`src/design/dsob_pkg.sv`:
```
// shared types, constants and the exp2 table for the detuned saw oscillator bank
package dsob_pkg;

    localparam logic [20:0] C4_Q12     = 21'd1071626;
    // ceil(2^24 / 3), exact floor division by three for values below 2^23
    localparam logic [22:0] DIV3_K     = 23'd5592406;
    localparam int          MUL_W      = 24;
    localparam int          FREQ_W     = 28;
    localparam int          SUM_W      = 20;
    localparam int          D_W        = 18;
    localparam logic [D_W-1:0] THREE_Q16 = 18'd196608;

    localparam int          CFG_IDX_W  = 2;
    localparam int          CFG_DATA_W = 18;
    localparam logic [CFG_IDX_W-1:0] CFG_SAMPLE_RATE = 2'd0;
    localparam logic [CFG_IDX_W-1:0] CFG_SPREAD_KNOB = 2'd1;

    typedef struct packed {
        logic load_in;
        logic mul_lerp;
        logic set_m;
        logic mul_base;
        logic set_base;
        logic start_inc;
        logic div_step;
        logic take_inc;
        logic upd_phase;
        logic start_d;
        logic flat;
        logic take_d;
        logic mul_sq;
        logic mul_cu;
        logic mul_d3;
        logic set_poly;
        logic acc;
        logic load_out;
    } t_dp_cmd;

    typedef struct packed {
        logic f_big;
        logic div_done;
        logic trans;
        logic last_voice;
        logic out_free;
    } t_dp_stat;

    // 2^(k/16) in q16
    function automatic logic [17:0] exp2_q16(input logic [4:0] idx);
        logic [17:0] v;
        case (idx)
            5'd0:    v = 18'd65536;
            5'd1:    v = 18'd68438;
            5'd2:    v = 18'd71468;
            5'd3:    v = 18'd74632;
            5'd4:    v = 18'd77936;
            5'd5:    v = 18'd81386;
            5'd6:    v = 18'd84990;
            5'd7:    v = 18'd88752;
            5'd8:    v = 18'd92682;
            5'd9:    v = 18'd96785;
            5'd10:   v = 18'd101070;
            5'd11:   v = 18'd105545;
            5'd12:   v = 18'd110218;
            5'd13:   v = 18'd115098;
            5'd14:   v = 18'd120194;
            5'd15:   v = 18'd125515;
            default: v = 18'd131072;
        endcase
        return v;
    endfunction

endpackage

```
`src/design/dsob_ctrl.sv`:
```
// sequencer for the oscillator bank: per-sample and per-voice step order
module dsob_ctrl
    import dsob_pkg::*;
(
    input  logic     i_clk,
    input  logic     i_rst_n,
    input  logic     i_in_valid,
    output logic     o_in_stall,
    input  t_dp_stat i_stat,
    output t_dp_cmd  o_cmd
);

    localparam logic [3:0] S_IDLE = 4'd0;
    localparam logic [3:0] S_LERP = 4'd1;
    localparam logic [3:0] S_MIDX = 4'd2;
    localparam logic [3:0] S_BMUL = 4'd3;
    localparam logic [3:0] S_BASE = 4'd4;
    localparam logic [3:0] S_VF   = 4'd5;
    localparam logic [3:0] S_DIVI = 4'd6;
    localparam logic [3:0] S_PH   = 4'd7;
    localparam logic [3:0] S_TST  = 4'd8;
    localparam logic [3:0] S_DIVD = 4'd9;
    localparam logic [3:0] S_SQ   = 4'd10;
    localparam logic [3:0] S_CU   = 4'd11;
    localparam logic [3:0] S_D3   = 4'd12;
    localparam logic [3:0] S_POLY = 4'd13;
    localparam logic [3:0] S_ACC  = 4'd14;
    localparam logic [3:0] S_OUT  = 4'd15;

    logic [3:0] r_state;
    logic [3:0] n_state;

    assign o_in_stall = (r_state != S_IDLE);

    always_comb begin
        n_state = r_state;
        o_cmd   = '0;
        unique case (r_state)
            S_IDLE: begin
                if (i_in_valid) begin
                    o_cmd.load_in = 1'b1;
                    n_state       = S_LERP;
                end
            end
            S_LERP: begin
                o_cmd.mul_lerp = 1'b1;
                n_state        = S_MIDX;
            end
            S_MIDX: begin
                o_cmd.set_m = 1'b1;
                n_state     = S_BMUL;
            end
            S_BMUL: begin
                o_cmd.mul_base = 1'b1;
                n_state        = S_BASE;
            end
            S_BASE: begin
                o_cmd.set_base = 1'b1;
                n_state        = S_VF;
            end
            S_VF: begin
                o_cmd.start_inc = 1'b1;
                n_state         = i_stat.f_big ? S_PH : S_DIVI;
            end
            S_DIVI: begin
                if (!i_stat.div_done) begin
                    o_cmd.div_step = 1'b1;
                end else begin
                    o_cmd.take_inc = 1'b1;
                    n_state        = S_PH;
                end
            end
            S_PH: begin
                o_cmd.upd_phase = 1'b1;
                n_state         = S_TST;
            end
            S_TST: begin
                if (i_stat.trans) begin
                    o_cmd.start_d = 1'b1;
                    n_state       = S_DIVD;
                end else begin
                    o_cmd.flat = 1'b1;
                    n_state    = S_ACC;
                end
            end
            S_DIVD: begin
                if (!i_stat.div_done) begin
                    o_cmd.div_step = 1'b1;
                end else begin
                    o_cmd.take_d = 1'b1;
                    n_state      = S_SQ;
                end
            end
            S_SQ: begin
                o_cmd.mul_sq = 1'b1;
                n_state      = S_CU;
            end
            S_CU: begin
                o_cmd.mul_cu = 1'b1;
                n_state      = S_D3;
            end
            S_D3: begin
                o_cmd.mul_d3 = 1'b1;
                n_state      = S_POLY;
            end
            S_POLY: begin
                o_cmd.set_poly = 1'b1;
                n_state        = S_ACC;
            end
            S_ACC: begin
                o_cmd.acc = 1'b1;
                n_state   = i_stat.last_voice ? S_OUT : S_VF;
            end
            S_OUT: begin
                if (i_stat.out_free) begin
                    o_cmd.load_out = 1'b1;
                    n_state        = S_IDLE;
                end
            end
            default: n_state = S_IDLE;
        endcase
    end

    always_ff @(posedge i_clk) begin
        if (!i_rst_n) begin
            r_state <= S_IDLE;
        end else begin
            r_state <= n_state;
        end
    end

endmodule

```
`src/design/dsob_dp.sv`:
```
// datapath: config registers, pitch map, serial divider, shared multiplier, phases, mix
module dsob_dp
    import dsob_pkg::*;
#(
    parameter int VOICES     = 7,
    parameter int PHASE_BITS = 24
) (
    input  logic                  i_clk,
    input  logic                  i_rst_n,
    input  logic                  i_cfg_valid,
    input  logic [CFG_IDX_W-1:0]  i_cfg_index,
    input  logic [CFG_DATA_W-1:0] i_cfg_data,
    input  logic signed [15:0]    i_pitch_cv,
    input  logic signed [16:0]    i_spread_cv,
    input  t_dp_cmd               i_cmd,
    output t_dp_stat              o_stat,
    output logic                  o_out_valid,
    input  logic                  i_out_stall,
    output logic signed [16:0]    o_mix
);

    localparam int PB = PHASE_BITS;
    localparam int VW = (VOICES > 1) ? $clog2(VOICES) : 1;
    localparam int QW = (PB > D_W) ? PB : D_W;
    localparam int DW = (PB + 1 > 30) ? PB + 1 : 30;
    localparam int CW = $clog2(QW + 1);

    logic [17:0]              r_sample_rate;
    logic [12:0]              r_spread_knob;
    logic [3:0]               r_idx;
    logic [7:0]               r_lo;
    logic [4:0]               r_sh;
    logic signed [17:0]       r_spread;
    logic [17:0]              r_m;
    logic [2*MUL_W-1:0]       r_prod;
    logic signed [FREQ_W-1:0] r_f;
    logic [VW-1:0]            r_voice;
    logic [PB-1:0]            r_phase [VOICES];
    logic [PB:0]              r_inc;
    logic [PB-1:0]            r_ph;
    logic [DW-1:0]            r_rem;
    logic [DW-1:0]            r_div;
    logic [QW-1:0]            r_sin;
    logic [QW-1:0]            r_quo;
    logic [CW-1:0]            r_cnt;
    logic [D_W-1:0]           r_c;
    logic [19:0]              r_c2;
    logic signed [15:0]       r_vout;
    logic signed [SUM_W-1:0]  r_sum;
    logic                     r_out_valid;
    logic [16:0]              r_mix;

    // pitch clamp and table position
    logic signed [15:0] pitch_c;
    logic [16:0]        pitch_q;
    always_comb begin
        if (i_pitch_cv < -16'sd16384) begin
            pitch_c = -16'sd16384;
        end else if (i_pitch_cv > 16'sd16384) begin
            pitch_c = 16'sd16384;
        end else begin
            pitch_c = i_pitch_cv;
        end
        pitch_q = {pitch_c[15], pitch_c} + 17'd16384;
    end

    logic [17:0] tab_a;
    logic [17:0] tab_b;
    logic [12:0] tab_diff;
    assign tab_a    = exp2_q16({1'b0, r_idx});
    assign tab_b    = exp2_q16({1'b0, r_idx} + 5'd1);
    assign tab_diff = 13'(tab_b - tab_a);

    // transition segment flags from the current phase and increment
    logic [PB+2:0] ph_x;
    logic [PB+2:0] inc_x;
    logic          seg1;
    logic          seg2;
    logic          seg3;
    logic          trans;
    assign ph_x  = {3'b000, r_ph};
    assign inc_x = {2'b00, r_inc};
    assign seg1  = ph_x < inc_x;
    assign seg2  = !seg1 && (ph_x < (inc_x << 1));
    assign seg3  = !seg1 && !seg2;
    assign trans = (r_inc != '0) && (ph_x < ((inc_x << 1) + inc_x));

    // shared multiplier
    logic [MUL_W-1:0]   mul_a;
    logic [MUL_W-1:0]   mul_b;
    logic [2*MUL_W-1:0] mul_p;
    logic [22:0]        div3_x;
    assign div3_x = seg2 ? {r_prod[37:16], 1'b0} : {1'b0, r_prod[37:16]};
    always_comb begin
        mul_a = '0;
        mul_b = '0;
        if (i_cmd.mul_lerp) begin
            mul_a = MUL_W'(tab_diff);
            mul_b = MUL_W'(r_lo);
        end else if (i_cmd.mul_base) begin
            mul_a = MUL_W'(C4_Q12);
            mul_b = MUL_W'(r_m);
        end else if (i_cmd.mul_sq) begin
            mul_a = MUL_W'(r_c);
            mul_b = MUL_W'(r_c);
        end else if (i_cmd.mul_cu) begin
            mul_a = MUL_W'(r_prod[35:16]);
            mul_b = MUL_W'(r_c);
        end else if (i_cmd.mul_d3) begin
            mul_a = MUL_W'(div3_x);
            mul_b = MUL_W'(DIV3_K);
        end
    end
    assign mul_p = mul_a * mul_b;

    // base frequency rounding shift
    logic [39:0] base_rnd;
    logic [39:0] base_sh;
    assign base_rnd = {1'b0, r_prod[38:0]} + (40'd1 << (r_sh - 5'd1));
    assign base_sh  = base_rnd >> r_sh;

    logic [21:0] lerp_rnd;
    assign lerp_rnd = {1'b0, r_prod[20:0]} + 22'd128;

    // voice frequency against the sample rate
    logic [17:0]   sr_eff;
    logic [29:0]   den;
    logic [26:0]   f_pos;
    logic          f_big;
    assign sr_eff = (r_sample_rate == '0) ? 18'd1 : r_sample_rate;
    assign den    = {sr_eff, 12'd0};
    assign f_pos  = r_f[FREQ_W-1] ? '0 : r_f[26:0];
    assign f_big  = DW'(f_pos) >= DW'(den);

    // restoring divider step
    logic [DW:0] div_t;
    logic        div_ge;
    assign div_t  = {r_rem, r_sin[QW-1]};
    assign div_ge = div_t >= {1'b0, r_div};

    logic [PB:0] nph;
    assign nph = {1'b0, r_phase[r_voice]} + r_inc;

    // polynomial and voice output
    logic [22:0]        q3;
    logic signed [25:0] poly;
    logic signed [25:0] poly_r;
    logic [12:0]        saw2;
    assign q3   = r_prod[46:24];
    assign saw2 = r_ph[PB-1 -: 13];
    always_comb begin
        if (seg1) begin
            poly = 26'sd65536 - $signed({3'b000, q3});
        end else if (seg2) begin
            poly = $signed({3'b000, q3}) - 26'sd3 * $signed({6'd0, r_c2})
                 + 26'sd3 * $signed({8'd0, r_c});
        end else begin
            poly = $signed({3'b000, q3}) - 26'sd65536;
        end
        poly_r = (poly + 26'sd8) >>> 4;
    end

    logic [16:0] sat;
    always_comb begin
        if (r_sum > 20'sd65535) begin
            sat = 17'h0FFFF;
        end else if (r_sum < -20'sd65536) begin
            sat = 17'h10000;
        end else begin
            sat = r_sum[16:0];
        end
    end

    logic out_free;
    assign out_free = !r_out_valid || !i_out_stall;

    assign o_stat.f_big      = f_big;
    assign o_stat.div_done   = (r_cnt == '0);
    assign o_stat.trans      = trans;
    assign o_stat.last_voice = (r_voice == VW'(VOICES - 1));
    assign o_stat.out_free   = out_free;
    assign o_out_valid       = r_out_valid;
    assign o_mix             = $signed(r_mix);

    // control state
    always_ff @(posedge i_clk) begin
        if (!i_rst_n) begin
            r_sample_rate <= 18'd48000;
            r_spread_knob <= '0;
            r_out_valid   <= 1'b0;
            r_cnt         <= '0;
            for (int v = 0; v < VOICES; v++) begin
                r_phase[v] <= '0;
            end
        end else begin
            if (i_cfg_valid) begin
                unique case (i_cfg_index)
                    CFG_SAMPLE_RATE: r_sample_rate <= i_cfg_data;
                    CFG_SPREAD_KNOB: r_spread_knob <= i_cfg_data[12:0];
                    default: ;
                endcase
            end
            if (i_cmd.load_out) begin
                r_out_valid <= 1'b1;
            end else if (r_out_valid && !i_out_stall) begin
                r_out_valid <= 1'b0;
            end
            if (i_cmd.start_inc && !f_big) begin
                r_cnt <= CW'(PB);
            end else if (i_cmd.start_d) begin
                r_cnt <= CW'(D_W);
            end else if (i_cmd.div_step) begin
                r_cnt <= r_cnt - CW'(1);
            end
            if (i_cmd.upd_phase) begin
                r_phase[r_voice] <= nph[PB] ? '0 : nph[PB-1:0];
            end
        end
    end

    // payload
    always_ff @(posedge i_clk) begin
        if (i_cmd.load_in) begin
            r_idx    <= pitch_q[11:8];
            r_lo     <= pitch_q[7:0];
            r_sh     <= 5'd20 - {1'b0, pitch_q[15:12]};
            r_spread <= $signed({5'd0, r_spread_knob}) + 18'(i_spread_cv);
            r_sum    <= '0;
        end
        if (i_cmd.mul_lerp || i_cmd.mul_base || i_cmd.mul_sq || i_cmd.mul_cu
                || i_cmd.mul_d3) begin
            r_prod <= mul_p;
        end
        if (i_cmd.set_m) begin
            r_m <= tab_a + 18'(lerp_rnd[21:8]);
        end
        if (i_cmd.set_base) begin
            r_f     <= $signed({2'b00, base_sh[25:0]});
            r_voice <= '0;
        end
        if (i_cmd.start_inc) begin
            if (f_big) begin
                r_inc <= {1'b1, {PB{1'b0}}};
            end else begin
                r_rem <= DW'(f_pos);
                r_div <= DW'(den);
                r_sin <= '0;
                r_quo <= '0;
            end
        end
        if (i_cmd.start_d) begin
            r_rem <= DW'(r_ph >> 2);
            r_div <= DW'(r_inc);
            r_sin <= {r_ph[1:0], {(QW - 2){1'b0}}};
            r_quo <= '0;
        end
        if (i_cmd.div_step) begin
            r_rem <= div_ge ? DW'(div_t - {1'b0, r_div}) : DW'(div_t);
            r_sin <= r_sin << 1;
            r_quo <= {r_quo[QW-2:0], div_ge};
        end
        if (i_cmd.take_inc) begin
            r_inc <= {1'b0, r_quo[PB-1:0]};
        end
        if (i_cmd.upd_phase) begin
            r_ph <= nph[PB] ? '0 : nph[PB-1:0];
        end
        if (i_cmd.take_d) begin
            r_c <= seg3 ? THREE_Q16 - r_quo[D_W-1:0] : r_quo[D_W-1:0];
        end
        if (i_cmd.mul_cu) begin
            r_c2 <= r_prod[35:16];
        end
        if (i_cmd.set_poly) begin
            r_vout <= $signed({3'b000, saw2}) + poly_r[15:0];
        end
        if (i_cmd.flat) begin
            r_vout <= $signed({3'b000, saw2}) - 16'sd4096;
        end
        if (i_cmd.acc) begin
            r_sum   <= r_sum + SUM_W'(r_vout);
            r_f     <= r_f + FREQ_W'(r_spread);
            r_voice <= r_voice + VW'(1);
        end
        if (i_cmd.load_out) begin
            r_mix <= sat;
        end
    end

endmodule

```
`src/design/detuned_saw_oscillator_bank_top.sv`:
```
// Detuned saw oscillator bank: one mix sample per pitch/spread pair. The block
// takes one item at a time; most of its time per sample goes to a one-bit-per-
// cycle restoring divider that each voice uses twice, once for its phase increment
// (PHASE_BITS steps, skipped at or above the sample rate) and once for the
// transition position (18 steps, only inside the three-sample transition). A
// finished mix waits in an output register, and the next sample is taken while
// it waits. The configuration port is always ready; write it only while the block
// is idle.
module detuned_saw_oscillator_bank_top
    import dsob_pkg::*;
#(
    parameter int VOICES     = 7,
    parameter int PHASE_BITS = 24
) (
    input  logic                  i_clk,
    input  logic                  i_rst_n,
    input  logic                  i_in_valid,
    output logic                  o_in_stall,
    input  logic signed [15:0]    i_pitch_cv,
    input  logic signed [16:0]    i_spread_cv,
    output logic                  o_out_valid,
    input  logic                  i_out_stall,
    output logic signed [16:0]    o_mix,
    input  logic                  i_cfg_valid,
    output logic                  o_cfg_ready,
    input  logic [CFG_IDX_W-1:0]  i_cfg_index,
    input  logic [CFG_DATA_W-1:0] i_cfg_data
);

    t_dp_cmd  cmd;
    t_dp_stat stat;

    assign o_cfg_ready = 1'b1;

    dsob_ctrl u_ctrl (
        .i_clk      (i_clk),
        .i_rst_n    (i_rst_n),
        .i_in_valid (i_in_valid),
        .o_in_stall (o_in_stall),
        .i_stat     (stat),
        .o_cmd      (cmd)
    );

    dsob_dp #(
        .VOICES     (VOICES),
        .PHASE_BITS (PHASE_BITS)
    ) u_dp (
        .i_clk       (i_clk),
        .i_rst_n     (i_rst_n),
        .i_cfg_valid (i_cfg_valid),
        .i_cfg_index (i_cfg_index),
        .i_cfg_data  (i_cfg_data),
        .i_pitch_cv  (i_pitch_cv),
        .i_spread_cv (i_spread_cv),
        .i_cmd       (cmd),
        .o_stat      (stat),
        .o_out_valid (o_out_valid),
        .i_out_stall (i_out_stall),
        .o_mix       (o_mix)
    );

endmodule
```
`config.mk`:
```
export PLATFORM = sky130hd
export DESIGN_NAME = detuned_saw_oscillator_bank_top
export DESIGN_NICKNAME = d
export VERILOG_FILES = /design/src/design/dsob_pkg.sv /design/src/design/dsob_ctrl.sv /design/src/design/dsob_dp.sv /design/src/design/detuned_saw_oscillator_bank_top.sv
export SDC_FILE = /design/constraint.sdc
export NUM_CORES = 2
export LEC_CHECK = 0
export BUFFER_PORTS_ARGS = -buffer_cell sky130_fd_sc_hd__buf_2
export CAP_MARGIN = 30
export CORE_ASPECT_RATIO = 1.75
export CORE_MARGIN = 10
export CORE_UTILIZATION = 45
export CTS_CLUSTER_DIAMETER = 150
export DETAILED_ROUTE_END_ITERATION = 8
export GPL_ROUTABILITY_DRIVEN = 0
export SLEW_MARGIN = 20
export SYNTH_ARGS = -nofsm -noshare
export SYNTH_HDL_FRONTEND = slang
export SYNTH_SLANG_ARGS = --single-unit
```
`constraint.sdc`:
```
create_clock -name i_clk -period 15.2 [get_ports i_clk]
set_clock_uncertainty 0.15 [all_clocks]
set_input_delay 3.04 -clock i_clk [delete_from_list [all_inputs] [get_ports i_clk]]
set_output_delay 3.04 -clock i_clk [all_outputs]
set_load 0.02 [all_outputs]
```
==> summary.md <==
* finished clean — result of the run
* 175 — Cell Rows
* 606 — register bit count reported by yosys
* 0.69 ns — Clock Latency Late Sink
* 0 — final count of hold timing violations
* 12.94 ns — worst path arrival time
* 0 — post-detailed-route count of antenna-violating nets
* 45700 — total via count after detailed routing
* 0 — # resized after CTS
* 0 ns — summed negative setup slack over all endpoints
* 0 — count of synthesis-stage warnings from yosys
* sky130_fd_sc_hd__inv_1 (811), sky130_fd_sc_hd__nor2_1 (636), sky130_fd_sc_hd__ha_1 (537), sky130_fd_sc_hd__nand2_1 (532), sky130_fd_sc_hd__edfxtp_1 (516) — commonest non-fill, non-tap cells in the layout
* 0.146 mm² — die area
* 96 — synth unique cells
* 7.51% — proportion of layout cells with a drive suffix above 1
* 0 — overflow left after global routing
* 288000 µm — wire length of the first global-routing pass
* 78 — Boundary Pins
* 1.03 ns — actual slew at the worst max-slew pin
* sky130_fd_sc_hd__edfxtp_1 — dominant register cell in the synthesized netlist
* 15.47 ns — required time of the worst setup path
* 25.8% — global-route total usage across every layer
* adder cells — largest family of logic cells by synthesized area
* 31.5% — relative slew slack
* 28.1 nW — Static Leak
* 4.52% — share of the synthesized netlist area taken by xor and xnor gates
* 0 — number of max-slew violations in the final report
* 90.7 mW/mm² — pwr/cell area
* 6137 — Syn Inst Count
* 54 — pin count of the biggest net entering global routing
* 516 — count of flip-flops with a built-in enable after synthesis
* 13.7% — simple-gate share of the synthesized area
* 61 — CTS buffer count
* 606 — clock sinks
* 0.07 ns — clock-pin slew on the worst setup and hold paths
* 14 — CP max FO
* flip-flop — CP Launch Type
* 23.9 µm — per-cell routed wire length
* 7199 — number of nets in the finished design
* 48.8% — post-route core utilization
* 6 — drt pass-1 iters
* 497 µm — y dimension of the die
* 188000 µm — drt total wl
* 45.2% — starting density of the core
* sky130_fd_sc_hd__inv_1 — most common library cell in the layout ignoring fill and taps
* 0 — total of endpoints with negative setup slack in the final report
* 0 — DRC errors left
* 83.4% — Tcrit/Tclk final
* 5.80 — routed vias/inst
* flip-flop — endpoint class of the critical path
* 76 — Buffers on Ports
* 27.0% — post-synthesis adder-cell area fraction
* 293 µm — die width
* 7.91% — growth of design area from synthesis to finish
* 0 — CTS hold repair buffers
* 2.53 ns — Final WS setup
* 0% — async set or reset register ratio after synthesis
* 0.130 mm² — floorplan core area
* 12.67 ns — shortest period the worst path allows
* 48000 — vias in the first global route
* sky130_fd_sc_hd__clkbuf_16 — Root Driver
* 0.0632 mm² — fin area
* 150000 µm — post-DP HPWL
* 9.54 µm² — post-synthesis area per instance
* 0.62 ns — Worst path max stage delay
* reg2reg — worst min-delay path class
* 2 — H-tree depth reported by CTS
* 4.57% — portion of netlist area occupied by mux cells
* sky130_fd_sc_hd__edfxtp_1 — cell type of the slowest stage on the worst timing path
* 0.326 ns — Worst Hold Slack
* 0.0789 GHz — maximum frequency from static timing analysis
* reg2reg — critical path start-end classification
* false — unrepaired setup endpoints after global routing
* 3323 — number of violations reported at the end of detailed-routing iteration 0
* 3 — number of antenna violations at the first check in global routing
* 13.8% — area fraction in compound gates after synthesis
* 0 — Max-Cap Viols
* sky130_fd_sc_hd__fa_1 — cell repeated most along the worst path
* 0 — setup fix buffers added after clock tree synthesis
* 2.42 ns — worst-case setup slack after placement
* 0.0586 mm² — Mapped Area
* 0.0853 mV — Peak VDD IR
* 29.5% — sequential element share of the synthesized area
* done — TritonCTS clock tree
* 3 — Max clock buf depth
* 0.0610 mm² — post-place instance area
## worst max-delay path: cells and delay by family (launching register included)
family | cells | cell delay [ns]
xor+xnor | 3 | 0.65
fa+ha+maj | 11 | 5.01
compound gates | 16 | 4.09
flops | 1 | 0.62
buf+inv | 6 | 0.53
simple gates | 7 | 1.30
## per-stage QoR
step	std cells	power, mW
4_1_cts	7876	5.73
3_5_place_dp	7761	4.10
5_1_grt	7883	6.02
2_1_floorplan	6154	3.44
6_report	7883	5.73
3_3_place_gp	7756	4.08
## power breakdown
part,internal (mW),switching [mW]
Combinational,0.739,1.29
Clock,0.919,0.716
Sequential,1.95,0.119
Total,3.60,2.13
## sequential cells by signal (all words and copies together), names as in the netlist, 5 cells and up, named ones only
register / cells
u_dp.o_mix: 17
u_dp.r_c: 18
u_dp.r_c2: 20
u_dp.r_cnt: 5
u_dp.r_div: 30
u_dp.r_f: 28
u_dp.r_inc: 25
u_dp.r_lo: 8
u_dp.r_m: 18
u_dp.r_ph: 24
u_dp.r_phase: 192
u_dp.r_prod: 44
u_dp.r_quo: 24
u_dp.r_rem: 30
u_dp.r_sample_rate: 18
u_dp.r_sh: 5
u_dp.r_spread: 18
u_dp.r_spread_knob: 13
u_dp.r_sum: 20
u_dp.r_vout: 16
u_dp.tab_a: 16
## layer usage
metal | GRT usage [%] | part of all wire (%) | up-vias
met5 | 0 | 0 | -
met1 | 25.7 | 34 | 22700
li1 | - | - | 21100
met3 | 2.62 | 4.0 | 606
met4 | 19.6 | 9.0 | 0
met2 | 48.4 | 53 | 1412
## area by class of cell
type	count	area [µm²]
antenna	1	2.50
clock buffer	73	1610
clock inverter	42	517
fill	12200	66400
inverter	813	3050
multi-input combinational	4495	37500
sequential	606	17300
tap	1681	2100
timing repair buffer	172	1140
## path summary, 6_finish.rpt
path,start,to,slack (ns),cells after the start
worst max-delay path,u_dp.r_idx[0]$_DFFE_PP_,u_dp.r_prod[43]$_DFFE_PP_,2.53,43
worst min-delay path,u_dp.r_spread_knob[3]$_SDFFE_PN0P_,u_dp.r_spread_knob[3]$_SDFFE_PN0P_,0.33,2
worst max register to register,u_dp.r_idx[0]$_DFFE_PP_,u_dp.r_prod[43]$_DFFE_PP_,2.53,43
worst min register to register,u_dp.r_spread_knob[3]$_SDFFE_PN0P_,u_dp.r_spread_knob[3]$_SDFFE_PN0P_,0.33,2
## kinds of logic after synthesis
family	Yosys count
simple gates	1770
compound gates	1221
buf+inv	1053
fa+ha+maj	992
flops	606
xor+xnor	302
mux	191
other cells	2
## Yosys cell counts (102+ instances only)
cell type | number | area, µm²
sky130_fd_sc_hd__nor2_1 | 639 | 2400
sky130_fd_sc_hd__inv_1 | 811 | 3040
sky130_fd_sc_hd__xnor2_1 | 200 | 1750
sky130_fd_sc_hd__nand2_1 | 538 | 2020
sky130_fd_sc_hd__edfxtp_1 | 516 | 15500
sky130_fd_sc_hd__xor2_1 | 102 | 893
sky130_fd_sc_hd__fa_1 | 455 | 9110
sky130_fd_sc_hd__clkbuf_1 | 208 | 781
sky130_fd_sc_hd__ha_1 | 537 | 6720
sky130_fd_sc_hd__o21ai_0 | 200 | 1000
sky130_fd_sc_hd__a21oi_1 | 317 | 1590
sky130_fd_sc_hd__a21o_1 | 146 | 1100
Power figures use the tool's default switching activity.
